## src/rtl/egsp_pkg.sv

```systemverilog
// Shared types and constants for the euclidean graph shortest path unit.
// No dependencies; every other file refers to this package by scoped names.
`timescale 1ns / 1ps

package egsp_pkg;

    localparam int FUNC_W   = 2;
    localparam int NODE_W   = 11;
    localparam int COORD_W  = 16;
    localparam int DIST_W   = 36;
    localparam int CFG_W    = 11;
    localparam int NCMP_W   = 17;
    localparam int SQ_W     = 34;

    localparam int MAX_NODES_DEF = 1024;
    localparam int MAX_EDGES_DEF = 4096;
    localparam int FRAC_BITS_DEF = 8;

    localparam logic [DIST_W-1:0] DIST_MAX = {DIST_W{1'b1}};

    typedef enum logic [FUNC_W-1:0] {
        FUNC_POINT = 2'd0,
        FUNC_EDGE  = 2'd1,
        FUNC_QUERY = 2'd2,
        FUNC_CLEAR = 2'd3
    } t_func;

    typedef enum logic [4:0] {
        S_CLR,
        S_IDLE,
        S_E_RD,
        S_E_MX,
        S_E_MY,
        S_E_SUM,
        S_E_ROOT,
        S_Q_INIT,
        S_Q_SEED,
        S_Q_POP,
        S_Q_POP2,
        S_SD_RD,
        S_SD_CMP,
        S_Q_CHK,
        S_Q_CHK2,
        S_E_FETCH,
        S_E_TGT,
        S_E_RELAX,
        S_PU_RD,
        S_PU_CMP,
        S_Q_DONE
    } t_state;

endpackage

```

## src/rtl/egsp_sqrt.sv

```systemverilog
// Bit-serial integer square root, one root bit per cycle.
// Depends on egsp_pkg for the radicand width.
`timescale 1ns / 1ps

module egsp_sqrt #(
    parameter int FRAC_BITS = egsp_pkg::FRAC_BITS_DEF
) (
    input  logic                         i_clk,
    input  logic                         i_rst_n,
    input  logic                         i_start,
    input  logic [egsp_pkg::SQ_W-1:0]    i_sq,
    output logic                         o_done,
    output logic [17+FRAC_BITS-1:0]      o_root
);

    localparam int LW  = 17 + FRAC_BITS;
    localparam int RW  = 2 * LW;
    localparam int RMW = LW + 3;
    localparam int CW  = $clog2(LW + 1);

    logic          r_busy, n_busy;
    logic          r_done, n_done;
    logic [CW-1:0] r_cnt, n_cnt;
    logic [RW-1:0] r_rad, n_rad;
    logic [RMW-1:0] r_rem, n_rem;
    logic [LW-1:0] r_root, n_root;

    logic [RMW-1:0] rem_s;
    logic [RMW-1:0] trial;

    always_comb begin
        rem_s  = {r_rem[RMW-3:0], r_rad[RW-1 -: 2]};
        trial  = RMW'({r_root, 2'b01});
        n_busy = r_busy;
        n_done = 1'b0;
        n_cnt  = r_cnt;
        n_rad  = r_rad;
        n_rem  = r_rem;
        n_root = r_root;
        if (i_start) begin
            // radicand sits in the low bits; the leading pairs are zero
            n_busy = 1'b1;
            n_cnt  = '0;
            n_rad  = RW'(i_sq);
            n_rem  = '0;
            n_root = '0;
        end else if (r_busy) begin
            n_rad = r_rad << 2;
            if (rem_s >= trial) begin
                n_rem  = rem_s - trial;
                n_root = {r_root[LW-2:0], 1'b1};
            end else begin
                n_rem  = rem_s;
                n_root = {r_root[LW-2:0], 1'b0};
            end
            n_cnt = r_cnt + 1'b1;
            if (r_cnt == CW'(LW - 1)) begin
                n_busy = 1'b0;
                n_done = 1'b1;
            end
        end
    end

    always_ff @(posedge i_clk) begin
        if (!i_rst_n) begin
            r_busy <= 1'b0;
            r_done <= 1'b0;
            r_cnt  <= '0;
        end else begin
            r_busy <= n_busy;
            r_done <= n_done;
            r_cnt  <= n_cnt;
        end
        r_rad  <= n_rad;
        r_rem  <= n_rem;
        r_root <= n_root;
    end

    assign o_done = r_done;
    assign o_root = r_root;

endmodule

```

## config.mk

```make
export PLATFORM = sky130hd
export DESIGN_NAME = egsp_sqrt
export DESIGN_NICKNAME = d
export VERILOG_FILES = /design/src/rtl/egsp_pkg.sv /design/src/rtl/egsp_sqrt.sv
export SDC_FILE = /design/constraint.sdc
export NUM_CORES = 1
export LEC_CHECK = 0
export BUFFER_PORTS_ARGS = -buffer_cell sky130_fd_sc_hd__buf_4
export CAP_MARGIN = 25
export CORE_MARGIN = 5
export CORE_UTILIZATION = 64
export CTS_CLUSTER_DIAMETER = 100
export DETAILED_ROUTE_END_ITERATION = 8
export GPL_ROUTABILITY_DRIVEN = 1
export PLACE_DENSITY = 0.86
export SKIP_CTS_REPAIR_TIMING = 1
export SYNTH_ARGS = -nofsm -noshare
export SYNTH_HDL_FRONTEND = slang
export SYNTH_SLANG_ARGS = --single-unit
```

## constraint.sdc

```tcl
create_clock -name i_clk -period 5.49 [get_ports i_clk]
set_clock_uncertainty 0.05 [all_clocks]
set_input_delay 0.549 -clock i_clk [delete_from_list [all_inputs] [get_ports i_clk]]
set_output_delay 0.549 -clock i_clk [all_outputs]
set_load 0.05 [all_outputs]
```

==> results of run 1 <==
[flip-flops by register name, indices dropped and copies added, names as in the netlist]
register,cells
o_root,25
r_rad,50
o_done,1
r_cnt,5
r_rem,26
r_busy,1
[power by group through the flow]
stage | registers [W] | clock network [W] | logic, W
detailed placement | 0.000979 | 0 | 0.00103
finish | 0.000955 | 0.000494 | 0.00109
global route | 0.000964 | 0.000535 | 0.00119
floorplan | 0.000955 | 0 | 0.000888
CTS | 0.000962 | 0.000505 | 0.00103
global placement | 0.000977 | 0 | 0.000997
[cells in the mapped netlist, types with 11 or more instances]
library cell  instances
dfxtp_1              74
nand2_1              23
edfxtp_1             34
mux2_2               33
nor2_1               88
clkbuf_1             14
o21ai_0              23
ha_1                 29
xnor2_1              13
a211oi_1             24
xor2_1               11
a21oi_1              24
inv_1                40
mux2i_1              62
[metrics by stage]
step	instance area (µm²)	cells	setup slack, ns	power (W)
6_report	6540	753	2.39	0.00254
5_1_grt	6540	753	2.17	0.00269
2_1_floorplan	5800	592	2.67	0.00184
4_1_cts	6470	750	2.09	0.00250
3_3_place_gp	6270	734	2.21	0.00197
3_5_place_dp	6270	734	2.09	0.00201
[cell usage in the layout (no fill, tap or decap), types with 10 or more instances in the layout]
master	count
xor2_1	11
clkbuf_8	10
dfxtp_1	73
o21ai_0	23
ha_1	29
inv_1	40
edfxtp_1	34
mux2i_1	62
nor2_1	88
a21oi_1	24
xnor2_1	13
mux2_2	33
buf_4	63
nand2_1	23
a211oi_1	24
[critical path: cells and delay by family, from the launching register on]
| kind | cells | cell delay, ns |
|---|---|---|
| AOI/OAI and AO/OA | 5 | 1.30 |
| buffers and inverters | 2 | 0.30 |
| DFF | 1 | 0.39 |
| and+or+nand+nor | 3 | 0.58 |
| adders and majority gates | 1 | 0.39 |
[logic make-up after synthesis]
group,after synthesis
buf+inv,69
flops,108
xor+xnor,24
fa+ha+maj,29
simple gates,153
compound gates,114
mux,95
[area by class of cell]
cell class,count,area [µm²]
multi-input combinational,415,3010
sequential,108,2510
fill,654,2220
timing repair buffer,66,541
inverter,40,150
clock buffer,10,138
tap,108,135
clock inverter,6,65.1
[worst min-delay path by stage]
| stage | start | end | slack, ns | depth (start not counted) |
|---|---|---|---|---|
| 2_1_floorplan | r_rem[0]$_SDFFE_PP0P_ | r_rem[0]$_SDFFE_PP0P_ | 0.40 | 2 |
| 3_3_place_gp | r_rad[33]$_DFFE_PP_ | r_rad[35]$_SDFFE_PP0P_ | 0.42 | 2 |
| 3_5_place_dp | r_rem[0]$_SDFFE_PP0P_ | r_rem[0]$_SDFFE_PP0P_ | 0.44 | 2 |
| 4_1_cts | i_rst_n | r_busy$_SDFF_PN0_ | 0.35 | 2 |
| 5_1_grt | i_rst_n | r_busy$_SDFF_PN0_ | 0.37 | 2 |
| 6_report | i_rst_n | r_busy$_SDFF_PN0_ | 0.37 | 2 |
[metal layers]
layer  GRT usage  vias up
li1            -     2205
met4      0.0493        0
met1       0.260     2041
met5           0        -
met2       0.358      104
met3      0.0598       20
==> run_results.csv, run 1 <==
group,metric,value,unit
status,status,"complete, no violations",
route,num_vias,4370,
logic_synthesis,synth_seq_cells,108,
setup_path,r2r-start,"o_root[15]$_SDFFE_PP0P_",
run,drv_cap,0,
timing,rsz0062_at_grt,"false",
route,m1WireLength,5.05,mm
setup_path,slowest_stage,"a21oi_4",
timing,setup-tns-final,0,ns
pwr,seqPwrFrac,0.376,
logic_synthesis,syn_area_per_cell,9.79,µm²
floorplan,pin_count,63,
logic_synthesis,yosysSeqAreaShare,0.432,
floorplan,std_cell_rows,34,
timing,slew_viol_final,0,
placement,place.gp.congestion,0.883,
setup_path,rrSetupSlack,2.39,ns
floorplan,dieArea,11100,µm²
setup_path,arrival,3.35,ns
route,drt_pre_antenna_iters,5,
route,drt_wl_total,11.6,mm
grt,grt_pass1_wl,19.7,mm
logic_synthesis,yosysTopAreaCellShare,0.256,
logic_synthesis,yosys.area.top_type,"dfxtp_1",
route,drt.antenna.violating_nets,0,
setup_path,crit_type,"reg -> reg",
timing,post-route-min-period,3.10,ns
pwr,internal_power,0.00160,W
route,wl_met3,625,µm
clocking,cts_tree,"yes",
grt,grt.total_usage,0.209,
grt,grt_antenna_before_repair,0,
setup_path,reg2reg_to,"r_rem[12]$_SDFFE_PP0P_",
logic_synthesis,synth_area_leaders,"dfxtp_1, edfxtp_1, mux2i_1",
logic_synthesis,synth_nets,658,
placement,port_buffers,62,
timing,setup_viol,0,
timing,hold_violations,0,
setup_path,crit_required,5.74,ns
pwr,switching_share,0.370,
clocking,clock_insertion_delay_worst_skew,0.38,ns
logic_synthesis,synth_compound_area_frac,0.133,
placement,dpl.hpwl,8.06,mm
logic_synthesis,synthAdderAreaFrac,0.0626,
timing,hold_ws,0.370,ns
floorplan,die-height,105,µm
floorplan,start_util,0.661,
pwr,ir_drop,0.000229,V
logic_synthesis,synth_cell_type_count,51,
finish,finish.utilization,0.746,
timing,slew_headroom,0.594,
setup_path,crit_path_start,"o_root[15]$_SDFFE_PP0P_",
pwr,p_clk_frac,0.194,
clocking,cts_root_buffer,"clkbuf_8",
clocking,cts_made_buffers,9,
timing,tightest_slew,0.608,ns
logic_synthesis,synthArstFlopShare,0,
route,highest_layer,"met4",
pwr,powerDensity,389,nW/µm²
logic_synthesis,synth_edf_count,34,
logic_synthesis,synth_top_family_by_area,"multiplexers",
setup_path,reg2reg_depth,11,
route,wl_met2,5.73,mm
grt,grt_overflow,0,
clocking,cts_sinks,108,
route,vias_per_cell,5.80,
route,post_drt_wl_per_cell,15.4,µm
clocking,clockBufferDepth,2,
setup_path,slowest_delay,0.49,ns
clocking,path_clk_slew,0.11,ns
logic_synthesis,synthFlopType,"dfxtp_1",
grt,first_global_vias,4417,
logic_synthesis,synthXorXnorAreaFrac,0.0363,
pwr,switchingPower,0.000941,W
clocking,htreeDepth,3,
pwr,combPwrFrac,0.430,
finish,syn_to_final_growth,12.8,%
hold_path,min_path_type,"in -> reg",
setup_path,crit_end,"r_rem[12]$_SDFFE_PP0P_",
setup_path,crit_chain,"inv_1 > ha_1 > nand2_1 > nor2_1 > nand4_1 > o311a_1 > o21a_1 > a21oi_4 > buf_16 > o311ai_1 > a311oi_1",
finish,antennaDiodeCount,0,
route,drt-initial-drc-count,192,
logic_synthesis,synth_cells,592,
setup_path,start_kind,"flip-flop",
logic_synthesis,ys_warn_count,0,
finish,drive_above_1_share,0.188,
floorplan,die_x,105,µm
route,route.detailed.drc,0,
setup_path,path_max_fanout,16,
logic_synthesis,synth-simple-area-share,0.116,
grt,grt_max_degree,102,
floorplan,core-area,8760,µm²
setup_path,endpoint_kind,"flip-flop",
timing,fin_crit_sh,0.564,
finish,final_nets,706,
logic_synthesis,syn_area,5800,µm²
logic_synthesis,synthMuxAreaShare,0.171,
pwr,p_leak,2.68,nW
timing,clock.fmax,323,MHz
No activity file was read; power rests on OpenSTA's default activity.
==> inputs of run 2 (changes only) <==
- ABC_AREA: unset -> 1
- CORE_UTILIZATION: 64 -> 60
- PLACE_DENSITY: 0.86 -> 0.81
- clock period: 5.49 -> 2.9 ns (I/O delays scaled with it)
==> run 2 against run 1 <==
  * Via count rose by 31%
  * Critical path depth rose by 3
  * Sequential power rose by 87%
  * Final cell count rose by 44%
  * Wire length rose by 26%
  * Count of clock-buffer cells in the layout fell by 1
  * Total power rose by 120%
  * Core utilization fell by 6.5 points
  * Hold slack got worse by 0.26 ns
==> run_results.csv, run 2 <==
group,metric,value,unit
route,post_drt_wl_per_cell,13.5,µm
route,vias_per_cell,5.29,
pwr,powerDensity,807,nW/µm²
logic_synthesis,yosys.area.top_type,"dfxtp_1",
logic_synthesis,yosysSeqAreaShare,0.400,
logic_synthesis,synth_area_leaders,"dfxtp_1, nand2_1, edfxtp_1",
finish,fillCellCount,987,
setup_path,path_max_fanout,30,
logic_synthesis,synth_edf_count,34,
grt,grt_pass1_wl,24.3,mm
run,drv_cap,0,
clocking,path_clk_slew,0.12,ns
finish,top_register,"r_rad",
floorplan,dieArea,12600,µm²
finish,final_common_cell,"nand2_1",
finish,finish.utilization,0.682,
grt,grt.total_usage,0.232,
logic_synthesis,synth-simple-area-share,0.331,
route,drt_wl_total,14.6,mm
hold_path,min_path_type,"in -> reg",
logic_synthesis,synthMuxAreaShare,0,
grt,grt_overflow,0,
timing,tightest_slew,0.847,ns
timing,setup_viol,0,
timing,slew_headroom,0.435,
placement,port_buffers,62,
setup_path,start_kind,"flip-flop",
setup_path,r2r-start,"o_root[4]$_SDFFE_PP0P_",
route,num_vias,5727,
logic_synthesis,synth_cells,892,
setup_path,crit_path_start,"o_root[4]$_SDFFE_PP0P_",
logic_synthesis,synth_compound_area_frac,0.0780,
timing,post-route-min-period,2.47,ns
timing,fin_crit_sh,0.851,
hold_path,min_from,"i_rst_n",
route,drt.antenna.violating_nets,0,
floorplan,pin_count,63,
finish,final_nets,1007,
finish,largest_register_ff_count,50,
floorplan,die-height,112,µm
placement,place.gp.congestion,0.967,
finish,antennaDiodeCount,0,
floorplan,die_x,112,µm
clocking,cts_tree,"yes",
clocking,cts_made_buffers,9,
logic_synthesis,synth_top_family_by_area,"simple AND/OR/NAND/NOR gates",
clocking,cts_root_buffer,"clkbuf_8",
clocking,htreeDepth,3,
logic_synthesis,synth_cell_type_count,39,
finish,syn_to_final_growth,11.5,%
timing,rsz0062_at_grt,"false",
route,drt-initial-drc-count,423,
grt,first_global_vias,5395,
logic_synthesis,ys_top_cells_by_count,"nand2_1, inv_1, dfxtp_1",
clocking,clock_insertion_delay_worst_skew,0.38,ns
setup_path,endpoint_kind,"flip-flop",
floorplan,core-area,10200,µm²
logic_synthesis,synthAdderAreaFrac,0.0580,
setup_path,reg2reg_depth,14,
logic_synthesis,synth_nets,958,
logic_synthesis,synthArstFlopShare,0,
timing,setup-tns-final,0,ns
grt,grt_max_degree,76,
logic_synthesis,ys_warn_count,0,
logic_synthesis,syn_area,6260,µm²
finish,final_cell_mix,"nand2_1, inv_1, dfxtp_1",
pwr,ir_drop,0.000426,V
placement,dpl.hpwl,10.8,mm
logic_synthesis,synth_most_common_cell,"nand2_1",
pwr,p_leak,3.57,nW
status,status,"complete, no violations",
clocking,clockBufferDepth,2,
logic_synthesis,yosysTopAreaCellShare,0.237,
setup_path,crit_required,3.18,ns
timing,hold_violations,0,
grt,grt_antenna_before_repair,0,
hold_path,min_path_cells,3,
floorplan,start_util,0.611,
timing,slew_viol_final,0,
logic_synthesis,synth_seq_cells,108,
logic_synthesis,syn_area_per_cell,7.01,µm²
setup_path,crit_type,"reg -> reg",
clocking,cts_sinks,108,
logic_synthesis,synthFlopType,"dfxtp_1",
floorplan,std_cell_rows,37,
route,drt_pre_antenna_iters,7,
finish,drive_above_1_share,0.116,
timing,clock.fmax,405,MHz
route,route.detailed.drc,0,
setup_path,arrival,2.75,ns
logic_synthesis,synthXorXnorAreaFrac,0.0154,
[run 2: cell count changes after synthesis, moves of 23 or more]
| cell | previous run | this run |
|---|---|---|
| inv_1 | 40 | 142 |
| nor2_1 | 88 | 53 |
| mux2i_1 | 62 | 0 |
| a211oi_1 | 24 | 1 |
| nand3_1 | 7 | 46 |
| nand2_1 | 23 | 330 |
| mux2_2 | 33 | 0 |
| o22ai_1 | 2 | 38 |
[run 2: layout make-up]
class,count,area [µm²],area share
multi-input combinational,608,3020,0.433
clock buffer,9,124,0.0178
tap,136,170,0.0244
inverter,143,537,0.0770
sequential,108,2500,0.359
timing repair buffer,71,546,0.0782
clock inverter,7,78.8,0.0113
[run 2: kinds of logic (layout without fill, tap and decap cells)]
kind of cell               Yosys count  in the layout
AOI/OAI and AO/OA                   81             81
and+or+nand+nor                    487            487
DFF                                108            108
adders and majority gates           29             29
xor gates and xnor gates            11             11
buffers and inverters              176            230
[run 2: final timing paths]
path                            endpoint  slack [ns]
setup / recovery  r_rem[17]$_SDFFE_PP0P_        0.43
hold / removal         r_busy$_SDFF_PN0_        0.11
setup reg to reg  r_rem[17]$_SDFFE_PP0P_        0.43
hold reg to reg   r_rad[44]$_SDFFE_PP0P_        0.43
[run 2: through the flow]
stage	hold slack (ns)	worst slack (ns)	area, µm²	instances	total power (W)
2_1_floorplan	0.372	0.464	6260	892	0.00417
3_3_place_gp	0.388	0.588	6770	1066	0.00462
3_5_place_dp	0.406	0.500	6770	1066	0.00464
6_report	0.108	0.432	6980	1082	0.00563
5_1_grt	0.110	0.184	6980	1082	0.00607
4_1_cts	0.101	0.457	6980	1082	0.00559
[run 2: power breakdown]
part	switching (W)	leakage (nW)	internal, W	total [W]
clock network	0.000601	0.102	0.000345	0.000946
registers	0.0000933	0.950	0.00170	0.00179
logic	0.00195	2.52	0.000941	0.00289
[run 2: worst max-delay path, stage by stage (launching register included)]
cell	delay, ns
dfxtp_1	0.36
inv_1	0.07
ha_1	0.37
nand2_2	0.10
nor2_2	0.13
inv_1	0.09
nor2_1	0.09
nand2_1	0.07
nand3_2	0.11
nand3_4	0.23
nand2_4	0.38
nand2_4	0.11
nor2_1	0.14
nor2_1	0.06
nor2_2	0.07
[run 2: layer usage]
metal  vias to the layer above  part of all wire  wire (µm)  global-route usage
met3                        36             0.068        999              0.0361
met2                       200              0.46       6750               0.382
met5                         -                 0          0                   0
met1                      2567              0.44       6460               0.305
met4                         0             0.028        410              0.0913
li1                       2924                 -          -                   -
